## src/hw/rtl/bmpq_pkg.sv

```systemverilog
`default_nettype none

package bmpq_pkg;

    // Fixed field widths of the item and result words
    localparam int BUCKET_IDX_W = 6;
    localparam int ELEM_ID_W    = 10;
    localparam int COUNT_W      = 11;

    localparam logic [COUNT_W-1:0] COUNT_MAX = {COUNT_W{1'b1}};

    // Item kinds
    localparam logic KIND_ADD = 1'b0;
    localparam logic KIND_POP = 1'b1;

    // Controller to datapath commands
    typedef struct packed {
        logic clr_step;    // clear one head entry
        logic load;        // capture the input word
        logic rd_bkt;      // read head of the item's bucket
        logic rd_hb;       // read head of the highest bucket
        logic scan_dec;    // step the mark down and read the next head
        logic hb_clear;    // mark: no bucket
        logic take_head;   // capture head id and read its link
        logic add_commit;  // push element, raise mark, count up
        logic pop_commit;  // unlink head, count down
        logic finish;      // load the result word
        logic res_err;     // result carries the pop error
    } t_cmd;

    // Datapath to controller status
    typedef struct packed {
        logic clr_last;
        logic is_add;
        logic add_ok;
        logic count_zero;
        logic hb_valid;
        logic head_zero;
        logic hb_zero;
    } t_status;

endpackage

`default_nettype wire

```

## src/hw/rtl/bmpq_ctrl.sv

```systemverilog
`default_nettype none

module bmpq_ctrl (
    input  wire logic              i_clk,
    input  wire logic              i_rst_n,
    input  wire logic              i_start,
    input  wire bmpq_pkg::t_status i_sts,
    output bmpq_pkg::t_cmd         o_cmd,
    output logic                   o_busy,
    output logic                   o_done
);

    import bmpq_pkg::*;

    localparam logic [2:0] S_CLEAR  = 3'd0;
    localparam logic [2:0] S_IDLE   = 3'd1;
    localparam logic [2:0] S_DECODE = 3'd2;
    localparam logic [2:0] S_ADD    = 3'd3;
    localparam logic [2:0] S_SCAN   = 3'd4;
    localparam logic [2:0] S_LINK   = 3'd5;

    logic [2:0] r_state, n_state;
    logic       r_done;

    always_comb begin
        o_cmd   = '0;
        n_state = r_state;
        case (r_state)
            S_CLEAR: begin
                o_cmd.clr_step = 1'b1;
                if (i_sts.clr_last) begin
                    n_state = S_IDLE;
                end
            end
            S_IDLE: begin
                if (i_start) begin
                    o_cmd.load = 1'b1;
                    n_state    = S_DECODE;
                end
            end
            S_DECODE: begin
                if (i_sts.is_add) begin
                    if (i_sts.add_ok) begin
                        o_cmd.rd_bkt = 1'b1;
                        n_state      = S_ADD;
                    end else begin
                        o_cmd.finish = 1'b1;
                        n_state      = S_IDLE;
                    end
                end else if (i_sts.count_zero || !i_sts.hb_valid) begin
                    o_cmd.finish  = 1'b1;
                    o_cmd.res_err = 1'b1;
                    n_state       = S_IDLE;
                end else begin
                    o_cmd.rd_hb = 1'b1;
                    n_state     = S_SCAN;
                end
            end
            S_ADD: begin
                o_cmd.add_commit = 1'b1;
                o_cmd.finish     = 1'b1;
                n_state          = S_IDLE;
            end
            S_SCAN: begin
                if (i_sts.head_zero) begin
                    if (i_sts.hb_zero) begin
                        o_cmd.hb_clear = 1'b1;
                        o_cmd.finish   = 1'b1;
                        o_cmd.res_err  = 1'b1;
                        n_state        = S_IDLE;
                    end else begin
                        o_cmd.scan_dec = 1'b1;
                    end
                end else begin
                    o_cmd.take_head = 1'b1;
                    n_state         = S_LINK;
                end
            end
            S_LINK: begin
                o_cmd.pop_commit = 1'b1;
                o_cmd.finish     = 1'b1;
                n_state          = S_IDLE;
            end
            default: begin
                n_state = S_IDLE;
            end
        endcase
    end

    always_ff @(posedge i_clk) begin
        if (!i_rst_n) begin
            r_state <= S_CLEAR;
            r_done  <= 1'b0;
        end else begin
            r_state <= n_state;
            r_done  <= o_cmd.finish;
        end
    end

    assign o_busy = (r_state != S_IDLE);
    assign o_done = r_done;

endmodule

`default_nettype wire

```

## config.mk

```make
export PLATFORM = sky130hd
export DESIGN_NAME = bmpq_ctrl
export DESIGN_NICKNAME = d
export VERILOG_FILES = /design/src/hw/rtl/bmpq_pkg.sv /design/src/hw/rtl/bmpq_ctrl.sv
export SDC_FILE = /design/constraint.sdc
export NUM_CORES = 1
export LEC_CHECK = 0
export ABC_AREA = 0
export BUFFER_PORTS_ARGS = -buffer_cell sky130_fd_sc_hd__buf_4
export CAP_MARGIN = 40
export CORE_AREA = 2 2 39 41
export CTS_CLUSTER_SIZE = 16
export DETAILED_ROUTE_END_ITERATION = 10
export DIE_AREA = 0 0 41 43
export PLACE_DENSITY = 0.65
export SLEW_MARGIN = 20
export SYNTH_ARGS = -nofsm -noshare
export SYNTH_HDL_FRONTEND = slang
export SYNTH_SLANG_ARGS = --single-unit
```

## constraint.sdc

```tcl
create_clock -name i_clk -period 1.54 [get_ports i_clk]
set_input_delay 0.231 -clock i_clk [delete_from_list [all_inputs] [get_ports i_clk]]
set_output_delay 0.231 -clock i_clk [all_outputs]
set_load 0.01 [all_outputs]
```

-- After elaboration in Yosys (flattened, before gate mapping)
Index checks and enable logic that the tools add are counted.
- muxes and demuxes: 31
- equal/unequal tests: 9
- reduce and logical (&&, ||, !) cells: 5
- operators by type and width (operator ; number):
    3-bit two-way mux ; 7
    1-bit two-way mux ; 15
    2-bit two-way mux ; 6
    3-bit case mux with 4 select lines ; 1
    3-bit by 2-bit equality test with 1-bit output (second input constant) ; 2
    3-bit equality test (second input constant) ; 2
    2-bit != test (second input constant) ; 2
    3-bit by 1-bit equality test with 1-bit output (second input constant) ; 1
    3-bit zero test ; 1
    3-bit by 1-bit != test with 1-bit output (second input constant) ; 1
    3-bit != test (second input constant) ; 1
    1-bit case mux with 3 select lines ; 1
    3-bit AND reduction ; 1
    1-bit case mux with 2 select lines ; 1
    2-bit OR reduction ; 1
    1-bit zero test ; 1
    1-bit logical OR ; 1
- register bits: 4
- logic and storage cells: 47
- output and inout port bits: 13
- bits of input ports: 10

-- Depth between registers and ports, before layout
- depth in word-level cells: 5
- gate-level depth with buffers: 5
- mapped depth without buffers: 4

-- Worst setup path after synthesis
No wires, ideal clock.
- path type: flip-flop to flip-flop
- start: reg r_state[1]
- end: reg r_state[0]
- path buffers: 1
- library setup time: 137 ps
- required time: 1403 ps
- clock period less this slack: 1467 ps
- arrival time: 1330 ps
- stages on the path, launching flop included: 5
- path slack: 73 ps
- path through: dfxtp_1 buf_4 or3_1 nor3b_1 o31ai_1
- cells in the longest elaborated chain, start to end: 3
- elaborated cells between the ends (all ways): 9
- those cells by class: 6 x eq/ne; 1 x mux; 2 x reduce/logical
- ends and longest elaborated chain (item ; line ; RTL):
    from (decl) ; bmpq_ctrl.sv:22 ; logic [2:0] r_state, n_state;
    from (signal assigned) ; bmpq_ctrl.sv:95 ; r_state <= n_state;
    3-bit equality test, or another cell as far along ; bmpq_ctrl.sv:28 ; case (r_state)
    3-bit != test (no source line) / 2-bit != test (equally long branches) ; n/a ;
    3-bit AND reduction (no source line) ; n/a ;
Parallel ways exist; a longest one is shown, timed or not.
A chain may end at the register's enable or synchronous reset.

==> impl_metrics.yaml <==
power_and_ir_drop:
  leakage_nw: 0.286
  cellPowerDensity_mw_per_mm2: 687
  peakVddDrop_mv: 0.197
  fin_total_pwr_w: 0.000411
cts:
  cts_hold_buf: 0
  h-tree-depth: 1
  cts.path.max_buffers: 2
  insertion_delay_ns: 0.25
  cts-root-buf: "clkbuf_4"
  cts_num_sinks: 4
  cts_tree: "built"
  clk_pin_slew_worst_paths_ns: 0.04
  cts_buffers: 3
yosys:
  yosys_warnings: 0
  netlist_area_sq_um: 342
  ys_seq_elements: 4
  ys_async_sr_fraction: 0
  synth-edff-count: 0
  yosysTopAreaCell: "dfxtp_1"
  synth_area_leaders: "dfxtp_1, nor2_1, and2_1"
  netlist.area_leader.share: 0.234
  yosysSeqAreaShare: 0.234
  synth_cells: 47
  synth.avg_cell_area_sq_um: 7.27
  yosysUniqueCellTypes: 26
  synth_nets: 57
  synth_top_flop_cell: "dfxtp_1"
placement:
  numPortBuffers: 22
  dp.cells: 85
  place_ws_ns: 0.0527
  gp_congestion: 0.803
  hpwl_microns: 740
route:
  dr.pass1.iters: 4
  ant_nets: 0
  via_per_inst: 4.87
  postRouteWirelength_microns: 1030
  vias: 438
  drt_iter0_markers: 5
  wire_per_inst_microns: 11.5
  drc: 0
sta:
  period_share: 1.04
  hold_viol_final: 0
  timing.hold.ws_ns: 0.230
  report.final.slew_viol_count: 0
  worst_slack_ns: -0.0587
  max_slew_margin: 0.786
  fin_skew_ns: 0.00532
  fmax_ghz: 0.626
  setup_viol: 1
  tightest_slew_ns: 0.318
  period_needed_ns: 1.60
  grt_setup_unrepaired: "true"
outcome:
  outcome: "finished with violations"
  violations: "setup timing"
setup_path:
  cp-start-kind: "flip-flop"
  crit_path_max_incr_delay_ns: 0.42
  required_ns: 1.31
  cp-end-kind: "primary output"
  arrival_ns: 1.37
  cp_cell_sequence: "or3_4, nor3b_4, buf_4"
  crit_slowest_cell: "or3_4"
  path_class: "flip-flop to primary output"
  r2r_slack_ns: 0.16
  path_max_fanout: 9
final_layout:
  area_growth_pct: 75.1
  drive_above_1_share: 0.554
  fin_nets: 86
  utilization: 0.432
  fill_cells: 153
  instances_no_fill: 90
  antennaDiodeCount: 0
die:
  die_h_microns: 43
  die_area_sq_mm: 0.00176
  initial_core_util: 0.247
  num_io_pins: 23
  core-area_sq_mm: 0.00138
  fp.dieW_microns: 41
  rows: 14
grt:
  grt_pass1_vias: 372
  overflow: 0
  grt_pass1_wl_microns: 1440
  track_usage: 0.125
  grt_max_degree: 11
  antenna_found_initial: 0
job:
  maxCapViolations: 0
min_path:
  hp-class: "input port to flip-flop"
[through the flow]
stage / instance area [sq um] / TNS [ns]
floorplan: 342 / 0
global placement: 523 / 0
detailed placement: 523 / 0
CTS: 559 / -0.0886
global route: 598 / -0.211
finish: 598 / -0.0587
[layout make-up]
cell class	instances	area [sq um]	area share
Timing Repair Buffer	27	203	0.339
Tap cell	16	20.0	0.0335
Multi-Input combinational cell	37	258	0.431
Inverter	3	11.3	0.0188
Clock buffer	3	22.5	0.0377
Sequential cell	4	83.8	0.140
[power breakdown]
| part | internal (W) | switching, W |
|---|---|---|
| clock | 0.0000877 | 0.0000511 |
| combinational | 0.0000792 | 0.0000721 |
| sequential | 0.000112 | 0.00000823 |
| total | 0.000279 | 0.000131 |
[synth_stat cells (2+ instances only)]
cell type,instances
nor2_1,6
o31ai_1,2
a21oi_1,3
nand3_1,2
nor2b_1,2
dfxtp_1,4
nor3b_1,2
buf_4,2
nand2_1,4
and2_1,3
inv_1,2
[cell usage in the layout, fill, tap and decap left out, drive strengths merged]
cell type and instances:
nand2b 1, buf 27, clkbuf 3, and3 1, nor2 6, mux2 1
or3b 2, nand3 2, a211o 1, o31ai 2, and2 3, a21o 1
a211oi 1, nand2 4, o21ai 1, a22oi 1, a21oi 3, nor2b 2
nor3 1, nand3b 1, inv 3, or3 1, dfxtp 4, nor3b 2
[critical path, delay by kind of cell, from the launching register on]
kind / cells / cell delay, ns
buf+inv: 1 / 0.15
flops: 1 / 0.36
simple gates: 2 / 0.61
[logic make-up (layout without fill, tap and decap cells)]
family	count (synthesis)	in the layout	synth area share
AOI/OAI and AO/OA	10	10	0.198
buffers and inverters	6	33	0.110
DFF	4	4	0.234
muxes	1	1	0.0330
and+or+nand+nor	26	26	0.425
[metal layers]
layer / wire (microns) / track usage / vias to the layer above
li1: - / - / 220
met1: 411 / 0.140 / 198
met2: 521 / 0.169 / 16
met3: 70 / 0.0471 / 4
met4: 31 / 0.120 / 0
met5: 0 / 0 / -
[path summary, 6_finish.rpt]
path,start,endpoint,depth (start not counted)
max reg2reg,r_state[0]$_SDFFE_PN0P_,r_state[0]$_SDFFE_PN0P_,4
min,i_rst_n,o_done$_SDFF_PN0_,2
max,r_state[1]$_SDFFE_PN0P_,o_cmd[6],3
min reg2reg,r_state[2]$_SDFFE_PN0P_,r_state[1]$_SDFFE_PN0P_,2
[repair_timing]
| action | in CTS | in global routing |
|---|---|---|
| setup endpoints to repair | 3 | 4 |
| buffers inserted | 0 | 2 |
| resized for setup | 4 | 6 |
[registers in the layout, indices dropped and copies added (netlist names)]
signal and flops:
r_state 3, o_done 1
No activity file was read; power rests on OpenSTA's default activity.
